$ cat src/fret_pkg.sv
// ---------------------------------------------------------------------------
// fret_pkg: shared types and constants for the FIFO rank error tracker
// Field widths, command and status codes, and the cell control group.
// ---------------------------------------------------------------------------
package fret_pkg;

    // Field widths of the item and result channels.
    localparam int KEY_W    = 32;
    localparam int CMD_W    = 2;
    localparam int STATUS_W = 2;
    localparam int RANK_W   = 8;
    localparam int SUM_W    = 48;
    localparam int GCNT_W   = 32;
    localparam int OCC_W    = 9;

    // Default number of cells in the key list.
    localparam int DEF_LIST_DEPTH = 256;

    // Command codes.
    localparam logic [CMD_W-1:0] CMD_PUT   = 2'd0;
    localparam logic [CMD_W-1:0] CMD_GET   = 2'd1;
    localparam logic [CMD_W-1:0] CMD_CLEAR = 2'd2;

    // Status codes.
    localparam logic [STATUS_W-1:0] ST_OK        = 2'd0;
    localparam logic [STATUS_W-1:0] ST_NOT_FOUND = 2'd1;
    localparam logic [STATUS_W-1:0] ST_FULL      = 2'd2;

    // Control broadcast from the sequencer to every cell.
    typedef struct packed {
        logic             put;
        logic [KEY_W-1:0] key;
    } t_cell_ctrl;

endpackage

$ cat src/fret_cell.sv
// ---------------------------------------------------------------------------
// fret_cell: one slot of the ordered key list
// Holds one key, compares it against the broadcast key, loads a new key on
// append and takes its right neighbor's key when the list closes up.
// ---------------------------------------------------------------------------
module fret_cell #(
    parameter int INDEX = 0,
    parameter int CW    = 9
) (
    input  logic                       i_clk,
    input  fret_pkg::t_cell_ctrl       i_ctrl,
    input  logic [CW-1:0]              i_count,
    input  logic                       i_shift,
    input  logic [fret_pkg::KEY_W-1:0] i_next_key,
    output logic [fret_pkg::KEY_W-1:0] o_key,
    output logic                       o_match
);
    import fret_pkg::*;

    localparam logic [CW-1:0] MY_INDEX = CW'(INDEX);

    logic [KEY_W-1:0] r_key;

    // The slot is occupied when its index lies below the key count.
    assign o_match = (MY_INDEX < i_count) && (r_key == i_ctrl.key);
    assign o_key   = r_key;

    // Append writes the first free slot; close-up takes the neighbor's key.
    always_ff @(posedge i_clk) begin
        if (i_ctrl.put && (i_count == MY_INDEX)) begin
            r_key <= i_ctrl.key;
        end else if (i_shift) begin
            r_key <= i_next_key;
        end
    end

endmodule

$ cat config.mk
export PLATFORM = sky130hd
export DESIGN_NAME = fret_cell
export DESIGN_NICKNAME = d
export VERILOG_FILES = /design/src/fret_pkg.sv /design/src/fret_cell.sv
export SDC_FILE = /design/constraint.sdc
export NUM_CORES = 1
export LEC_CHECK = 0
export ABC_AREA = 0
export BUFFER_PORTS_ARGS = -buffer_cell sky130_fd_sc_hd__buf_4
export CAP_MARGIN = 40
export CELL_PAD_IN_SITES_DETAIL_PLACEMENT = 0
export CELL_PAD_IN_SITES_GLOBAL_PLACEMENT = 1
export CORE_MARGIN = 2
export CORE_UTILIZATION = 31
export CTS_BUF_LIST = sky130_fd_sc_hd__clkbuf_8
export CTS_CLUSTER_SIZE = 24
export DETAILED_ROUTE_END_ITERATION = 6
export PLACE_DENSITY_LB_ADDON = 0.3
export SLEW_MARGIN = 0
export SYNTH_ARGS = -nofsm -noshare
export SYNTH_HDL_FRONTEND = slang
export SYNTH_SLANG_ARGS = --single-unit
$ cat constraint.sdc
create_clock -name i_clk -period 2.67 [get_ports i_clk]
set_clock_uncertainty 0.05 [all_clocks]
set_input_delay 0.534 -clock i_clk [delete_from_list [all_inputs] [get_ports i_clk]]
set_output_delay 0.534 -clock i_clk [all_outputs]
set_load 0.01 [all_outputs]
==> key figures, run 1 <==
Timing
  – Min Hold Slack: 504 ps
  – RSZ-0062 raised after global routing: no
  – Slew at the pin with the worst max-slew slack: 408 ps
  – Final Max Slew Viols: 0
  – Final min period: 2450 ps
  – Fin crit share: 0.917
  – Endpoints failing setup: 0
  – Max Freq: 408 MHz
  – Setup TNS: 0 ps
  – Relative slew slack: 0.726
  – Fin. Hold Viols: 0

Die
  – I/O pins: 109
  – Die width: 81.5 um
  – Rows: 28
  – DIE AREA: 6650 um^2
  – Die height: 81.5 um
  – Initial core utilization: 0.318
  – CORE AREA: 5850 um^2

Clock network
  – H-Tree Level Count: 2
  – Post-CTS Hold Buffers: 0
  – Root Driver: clkbuf_8
  – CTS tree: built
  – Worst-path clk slew: 60 ps
  – Post-cts sizing count: 0
  – Clk buf depth: 2
  – CTS sink cnt: 32
  – Setup Fix Bufs, Post-CTS: 0
  – CTS Buf Count: 5

Global route
  – GR Util All Layers: 0.131
  – GRT overflow: 0
  – Vias in the first global route: 1,342
  – First-pass GRT wire length: 6440 um
  – Initial antenna violation count: 0
  – Pin count of the biggest net entering global routing: 34

Routing
  – Vias per cell: 4.47
  – WL/cell: 14.4 um
  – DRT iter0 DRCs: 32
  – Final antenna-violating net count: 0
  – Residual DRC count: 0
  – Routed WL: 4380 um
  – Vias post-DR: 1,364
  – First-pass DRT Iterations: 3

Run
  – Max-Cap Viols: 0

Place
  – Port Buf Inserts: 108
  – Hpwl dp: 3480 um
  – GP Congestion: 0.641

Power and ir drop
  – Max VDD drop: 0.221 mV
  – Switch share: 0.235
  – Sequential power share: 0.505
  – Combinational share of power: 0.224
  – Leak Pwr: 1.35 nW
  – P_int: 0.950 mW
  – Clock power share: 0.271
  – PwrDens: 434 nW/um^2
  – NetSw: 0.292 mW

Setup path
  – Slowest Stage Delay on Critical Path: 420 ps
  – CP max stage cell: nor4_1
  – Crit path DAT: 1870 ps
  – CP Class: flip-flop to output port
  – CP max FO: 2
  – Cell-by-cell trace of the critical path: xor2_1, nor4_1, nand4_1, nor3_1, buf_4
  – CP Capture Type: output port
  – Critical Path Source Type: flip-flop
  – Critical Path RT: 2090 ps

Final layout
  – Share of cells above drive strength 1: 0.665
  – Max FFs per register: 32
  – Nets: 306
  – Antenna diodes: 0
  – Layout area overhead: 53.6%

Logic synthesis
  – Area leader, netlist: edfxtp_1
  – Post-synth EDFFs: 32
  – Synth Flop Type: edfxtp_1
  – Ys async rst share: 0
  – Synth cell count leaders: edfxtp_1 (32), xor2_1 (32), mux2_4 (29)
  – Ys Warns: 0
  – Syn Area/Cell: 16.2 um^2
  – Synth cell types: 13
  – Post-Syn Nets: 191
  – Post-Syn Area: 1860 um^2
  – Synth area leaders: edfxtp_1 (52%), mux2_4 (23%), xor2_1 (15%), nor4_1 (2.7%), buf_6 (1.8%)
  – Sequential fraction of the synthesis area: 0.516
  – Synth Instances: 115
  – #FFs+latches synth: 32
  – Top-area cell type share of the netlist area: 0.516

Status
  – Status: completed

Hold path
  – Worst Hold Class: primary input to flip-flop
## final timing paths
path / from / endpoint / cells after the start
worst max-delay path: o_key[20]$_DFFE_PP_ / o_match / 5
worst min-delay path: i_next_key[10] / o_key[10]$_DFFE_PP_ / 2
## layer usage
layer  track usage  vias up  wire [um]
li1              -      662          -
met1         0.161      629       1790
met2         0.209       68       2070
met3        0.0593        5        482
met4        0.0356        0         38
met5             0        -          0
## power groups by stage
stage                     combinational, mW  sequential, mW  clock (mW)
after floorplan                      0.0853           0.654           0
after global placement                0.280           0.637           0
after detailed placement              0.282           0.637           0
after CTS                             0.284           0.627       0.355
after global routing                  0.301           0.632       0.378
final                                 0.278           0.627       0.337
## critical path, delay by kind of cell (launching register included)
family | cells | cell delay (ps)
xor gates and xnor gates | 1 | 160
buffers and inverters | 1 | 170
DFF | 1 | 410
and+or+nand+nor | 3 | 860
## stage by stage
step / util / area, um^2 / worst slack (ps) / total power, mW / std cells
2_1_floorplan: - / 1870 / 189 / 0.740 / 115
3_3_place_gp: 0.476 / 2780 / 157 / 0.917 / 298
3_5_place_dp: 0.476 / 2780 / 156 / 0.920 / 298
4_1_cts: 0.489 / 2860 / 133 / 1.27 / 305
5_1_grt: 0.489 / 2860 / 66.6 / 1.31 / 305
6_report: 0.489 / 2860 / 220 / 1.24 / 305
## kinds of logic (layout without fill, tap and decap cells)
| family | after synthesis | count (layout) | share of synthesized area |
|---|---|---|---|
| flops | 32 | 32 | 0.516 |
| buf+inv | 3 | 118 | 0.0181 |
| simple gates | 16 | 16 | 0.0638 |
| mux | 32 | 32 | 0.252 |
| xor+xnor | 32 | 32 | 0.150 |
## area by class of cell
| type | count | area, um^2 |
|---|---|---|
| clock inverters | 2 | 8.76 |
| fillers | 540 | 2990 |
| multi-input cells | 80 | 871 |
| flip-flops and latches | 32 | 961 |
| clock buffers | 5 | 68.8 |
| repair buffers | 111 | 858 |
| well taps | 75 | 93.8 |
## placed cells by master (no fill, tap or decap)
cell type  count
xor2_1        32
nand2_2        1
mux2_2         3
nand2b_2       1
nor3_1         1
edfxtp_1      32
clkbuf_8       5
or4_4          1
inv_1          1
buf_4        109
mux2_4        29
nor4_1         8
clkinv_2       1
nor4_4         1
nand4_1        2
buf_12         2
or3_1          1
Power figures use the tool's default switching activity.
==> run 2: changes to the inputs <==
--- a/config.mk
+++ b/config.mk
@@ -11,8 +11,8 @@
 export CELL_PAD_IN_SITES_DETAIL_PLACEMENT = 0
 export CELL_PAD_IN_SITES_GLOBAL_PLACEMENT = 1
 export CORE_MARGIN = 2
-export CORE_UTILIZATION = 31
-export CTS_BUF_LIST = sky130_fd_sc_hd__clkbuf_8
+export CORE_UTILIZATION = 30
+export CTS_BUF_LIST = sky130_fd_sc_hd__clkbuf_8 sky130_fd_sc_hd__clkbuf_16
 export CTS_CLUSTER_SIZE = 24
 export DETAILED_ROUTE_END_ITERATION = 6
 export PLACE_DENSITY_LB_ADDON = 0.3
==> key figures, run 2 (synthesis gave the netlist of run 1 again) <==
Status
  – Status: completed

Routing
  – DRT iter0 DRCs: 39 (+22%)
  – Routed WL: 4540 um (+3.6%)
  – Final antenna-violating net count: 0 (unchanged)
  – First-pass DRT Iterations: 4 (+1)
  – Residual DRC count: 0 (unchanged)
  – Vias post-DR: 1,359 (-0.37%)
  – Vias per cell: 4.43 (-1.0%)
  – WL/cell: 14.8 um (+2.9%)

Final layout
  – Finished Core Util: 0.482 (-0.00695)
  – Filler Cell Count: 554 (+2.6%)
  – Finished Layout Cells: 307 (+0.66%)
  – Share of cells above drive strength 1: 0.659 (-0.00573)
  – Layout area overhead: 54.1%
  – Design Area, Final: 2870 um^2 (+0.35%)
  – Max FFs per register: 32 (unchanged)
  – Most common cell after layout, fill and taps aside: buf_4
  – Antenna diodes: 0 (unchanged)
  – Most frequent cells in the layout: buf_4 (110), xor2_1 (32), edfxtp_1 (32), mux2_4 (29), nor4_1 (8)
  – Nets: 307 (+0.33%)

Clock network
  – Root Driver: clkbuf_8
  – Post-CTS Hold Buffers: 0 (unchanged)
  – CTS tree: built
  – Clk buf depth: 2 (unchanged)
  – Worst-path clk slew: 60 ps (about the same)
  – Setup Fix Bufs, Post-CTS: 0 (unchanged)
  – H-Tree Level Count: 2 (unchanged)
  – CTS Buf Count: 5 (unchanged)
  – CTS sink cnt: 32 (unchanged)
  – Post-cts sizing count: 0 (unchanged)

Setup path
  – CP max stage cell: edfxtp_1
  – Crit. Startpoint: o_key[20]$_DFFE_PP_
  – Slowest Stage Delay on Critical Path: 420 ps (about the same)
  – CP max FO: 2 (unchanged)
  – Critical Path Source Type: flip-flop
  – CP Class: flip-flop to output port
  – Cell-by-cell trace of the critical path: xor2_1, nor4_1, nand4_1, nor3_1, buf_4
  – Crit path DAT: 1770 ps (-100 ps)
  – Critical Path RT: 2090 ps (about the same)
  – CP Capture Type: output port
  – CP endpoint: o_match

Global route
  – Initial antenna violation count: 0 (unchanged)
  – Pin count of the biggest net entering global routing: 19 (-44%)
  – GRT overflow: 0 (unchanged)
  – Vias in the first global route: 1,492 (+11%)
  – GR Util All Layers: 0.135 (+0.00372)
  – First-pass GRT wire length: 7380 um (+14%)

Die
  – I/O pins: 109 (unchanged)
  – Die width: 82.8 um (+1.6%)
  – DIE AREA: 6860 um^2 (+3.2%)
  – Rows: 28 (unchanged)
  – Initial core utilization: 0.313 (-0.00562)
  – CORE AREA: 5960 um^2 (+1.8%)
  – Die height: 82.8 um (+1.6%)

Timing
  – Endpoints failing setup: 0 (unchanged)
  – Fin crit share: 0.883 (-0.0344)
  – Max Freq: 424 MHz (+3.9%)
  – Slew at the pin with the worst max-slew slack: 333 ps (-75.2 ps)
  – Final Max Slew Viols: 0 (unchanged)
  – Setup TNS: 0 ps (unchanged)
  – Final min period: 2360 ps (-91.9 ps)
  – Relative slew slack: 0.776 (+0.0506)
  – RSZ-0062 raised after global routing: no
  – Fin. Hold Viols: 0 (unchanged)

Hold path
  – Min-delay src: i_next_key[18]
  – Worst Hold Class: primary input to flip-flop

Place
  – DP Cell Count: 299 (+0.34%)
  – Cell Area, Placed: 2790 um^2 (+0.27%)
  – GP Congestion: 0.720 (+12%)
  – Port Buf Inserts: 108 (unchanged)
  – Hpwl dp: 3620 um (+4.1%)

Run
  – Max-Cap Viols: 0 (unchanged)

Power and ir drop
  – PwrDens: 433 nW/um^2 (about the same)
  – Max VDD drop: 0.174 mV (-21%)
  – Leak Pwr: 1.35 nW (+0.39%)
## run 2: final cells by class
type	count	area [um^2]	area share
Sequential cell	32	961	0.335
Multi-Input combinational cell	80	871	0.303
Timing Repair Buffer	112	866	0.302
Tap cell	75	93.8	0.0327
Clock buffer	5	68.8	0.0240
Clock inverter	3	11.3	0.00392
## run 2: report_power, final
group | internal (mW) | total [mW] | switching (mW)
combinational | 0.179 | 0.278 | 0.0998
clock | 0.173 | 0.338 | 0.164
sequential | 0.600 | 0.629 | 0.0288
total | 0.952 | 1.24 | 0.293
## run 2: stage by stage
stage	total power [mW]	setup slack [ps]	hold WS [ps]
finish	1.24	312	504
floorplan	0.740	189	701
global placement	0.921	242	785
global route	1.31	98.6	490
detailed placement	0.921	189	787
CTS	1.26	238	495
## run 2: per-layer routing
metal / vias up / global-route usage / routed length [um]
li1: 665 / - / -
met1: 606 / 0.182 / 2130
met2: 84 / 0.195 / 1870
met3: 4 / 0.0596 / 501
met4: 0 / 0.0402 / 38
met5: - / 0 / 0
## run 2: how the worst min path moves through the flow
stage | to | cells after the start
finish | o_key[18]$_DFFE_PP_ | 2
global route | o_key[11]$_DFFE_PP_ | 2
CTS | o_key[15]$_DFFE_PP_ | 2
detailed placement | o_key[13]$_DFFE_PP_ | 2
global placement | o_key[6]$_DFFE_PP_ | 2
floorplan | o_key[10]$_DFFE_PP_ | 1
## run 2: critical path: cells and delay by family (launching register included)
family	cells	cell delay (ps)
and+or+nand+nor	3	770
DFF	1	420
buffers and inverters	1	150
xor gates and xnor gates	1	160
==> run 3: changes to the inputs <==
==> constraint.sdc (replaced) <==
create_clock -name i_clk -period 1.89 [get_ports i_clk]
set_clock_uncertainty 0.05 [all_clocks]
set_input_delay 0.378 -clock i_clk [delete_from_list [all_inputs] [get_ports i_clk]]
set_output_delay 0.378 -clock i_clk [all_outputs]
set_load 0.01 [all_outputs]
==> key figures, run 3 (synthesis gave the netlist of run 1 again) <==
Final layout
  – Max FFs per register: 32 (unchanged)
  – Finished Core Util: 0.547 (+0.0653)
  – Antenna diodes: 0 (unchanged)
  – Most frequent cells in the layout: buf_4 (122), xor2_1 (32), edfxtp_1 (32), mux2_4 (29), buf_6 (7)
  – Layout area overhead: 75.0%
  – Most common cell after layout, fill and taps aside: buf_4
  – Design Area, Final: 3260 um^2 (+14%)
  – Finished Layout Cells: 334 (+8.8%)
  – Nets: 334 (+8.8%)
  – Share of cells above drive strength 1: 0.710 (+0.0509)

Run
  – Max-Cap Viols: 0 (unchanged)

Global route
  – GRT overflow: 0 (unchanged)
  – First-pass GRT wire length: 7990 um (+8.3%)
  – GR Util All Layers: 0.149 (+0.0140)
  – Pin count of the biggest net entering global routing: 11 (-8)
  – Initial antenna violation count: 0 (unchanged)
  – Vias in the first global route: 1,592 (+6.7%)

Timing
  – Setup TNS: -9380 ps (-9380 ps)
  – Fin crit share: 1.16
  – Max Freq: 457 MHz
  – RSZ-0062 raised after global routing: yes
  – Final Max Slew Viols: 0 (unchanged)
  – Relative slew slack: 0.769 (-0.00770)
  – Slew at the pin with the worst max-slew slack: 344 ps (+11.4 ps)
  – Fin. Hold Viols: 0 (unchanged)
  – Min Hold Slack: 341 ps (-163 ps)
  – Endpoints failing setup: 65 (+65)
  – Setup WS post-layout: -297 ps (-609 ps)
  – Final min period: 2190 ps

Die
  – Initial core utilization: 0.313 (unchanged)
  – DIE AREA: 6860 um^2 (unchanged)
  – Rows: 28 (unchanged)
  – CORE AREA: 5960 um^2 (unchanged)
  – Die height: 82.8 um (unchanged)
  – Die width: 82.8 um (unchanged)
  – I/O pins: 109 (unchanged)

Place
  – GP Congestion: 0.733 (+1.9%)
  – Pre-CTS setup slack: -354 ps (-543 ps)
  – DP Cell Count: 315 (+5.4%)
  – Hpwl dp: 3750 um (+3.6%)
  – Cell Area, Placed: 2930 um^2 (+4.9%)
  – Port Buf Inserts: 108 (unchanged)

Setup path
  – Crit path DAT: 1760 ps (about the same)
  – CP Class: flip-flop to output port
  – Crit. Startpoint: o_key[14]$_DFFE_PP_
  – Critical Path RT: 1460 ps (-630 ps)
  – Critical Path Source Type: flip-flop
  – CP max FO: 2 (unchanged)
  – CP Capture Type: output port

Power and ir drop
  – P_int: 1.52 mW (+60%)
  – Clock power share: 0.324 (+0.053)
  – Power Total: 1.97 mW (+58%)
  – NetSw: 0.448 mW (+53%)
  – Sequential power share: 0.450 (-0.055)
  – PwrDens: 605 nW/um^2 (+40%)
  – Max VDD drop: 0.335 mV (+92%)
  – Leak Pwr: 1.56 nW (+16%)
  – Switch share: 0.227 (-0.00808)
  – Combinational share of power: 0.226 (+0.002)

Hold path
  – Min-delay src: i_next_key[8]
  – Worst Hold Class: primary input to flip-flop

Routing
  – Final antenna-violating net count: 0 (unchanged)
  – Vias per cell: 4.47 (+0.98%)
  – DRT iter0 DRCs: 27 (-31%)
  – First-pass DRT Iterations: 4 (unchanged)
  – Routed WL: 5110 um (+13%)
  – WL/cell: 15.3 um (+3.5%)
  – Residual DRC count: 0 (unchanged)
  – Vias post-DR: 1,493 (+9.9%)

Clock network
  – CTS sink cnt: 32 (unchanged)
  – Clk buf depth: 2 (unchanged)
  – Post-CTS Hold Buffers: 0 (unchanged)
  – Root Driver: clkbuf_8
  – CTS Buf Count: 5 (unchanged)
  – CTS tree: built
  – Worst-path clk slew: 70 ps (about the same)
  – H-Tree Level Count: 2 (unchanged)

Status
  – Failing checks: negative setup slack
  – Status: finished, violations left
-- run 3: cell types whose count changed in the layout (fill, tap and decap cells not counted), sizes merged --
cell	change
buf	+26
inv	-1
bufinv	+1
clkbuf	+1
-- run 3: per-layer routing --
layer,routed length [um],up-vias,track usage
li1,-,722,-
met1,2280,684,0.193
met2,2300,85,0.231
met3,507,2,0.0636
met4,19,0,0.0358
met5,0,-,0
-- run 3: power groups by stage --
stage / Sequential [mW] / Clock [mW] / Combinational (mW)
after floorplan: 0.924 / 0 / 0.121
after CTS: 0.888 / 0.658 / 0.460
after global routing: 0.896 / 0.681 / 0.480
after detailed placement: 0.903 / 0 / 0.426
final: 0.888 / 0.638 / 0.446
after global placement: 0.902 / 0 / 0.423
-- run 3: final cells by class --
cell class	instances	area (um^2)
Fill cell	518	2700
Timing Repair Buffer	139	1210
Sequential cell	32	961
Multi-Input combinational cell	80	888
Tap cell	75	93.8
Clock buffer	5	68.8
Clock inverter	3	38.8
-- run 3: worst paths after layout --
check	slack, ps	depth (start not counted)	end
setup / recovery	-300	6	o_match
hold / removal	340	2	o_key[8]$_DFFE_PP_
-- run 3: repair_timing --
action	in CTS	in global routing
setup buffers	5	5
pin swaps	3	3
endpoints found under the setup margin	65	65
resized for setup	13	4
cloned	5	1
-- run 3: worst max-delay path, stage by stage (launching register included) --
cell and delay (ps):
edfxtp_1 410, xor2_1 160, nor4_1 250, buf_4 150
nand4_1 130, nor3_1 220, buf_4 150
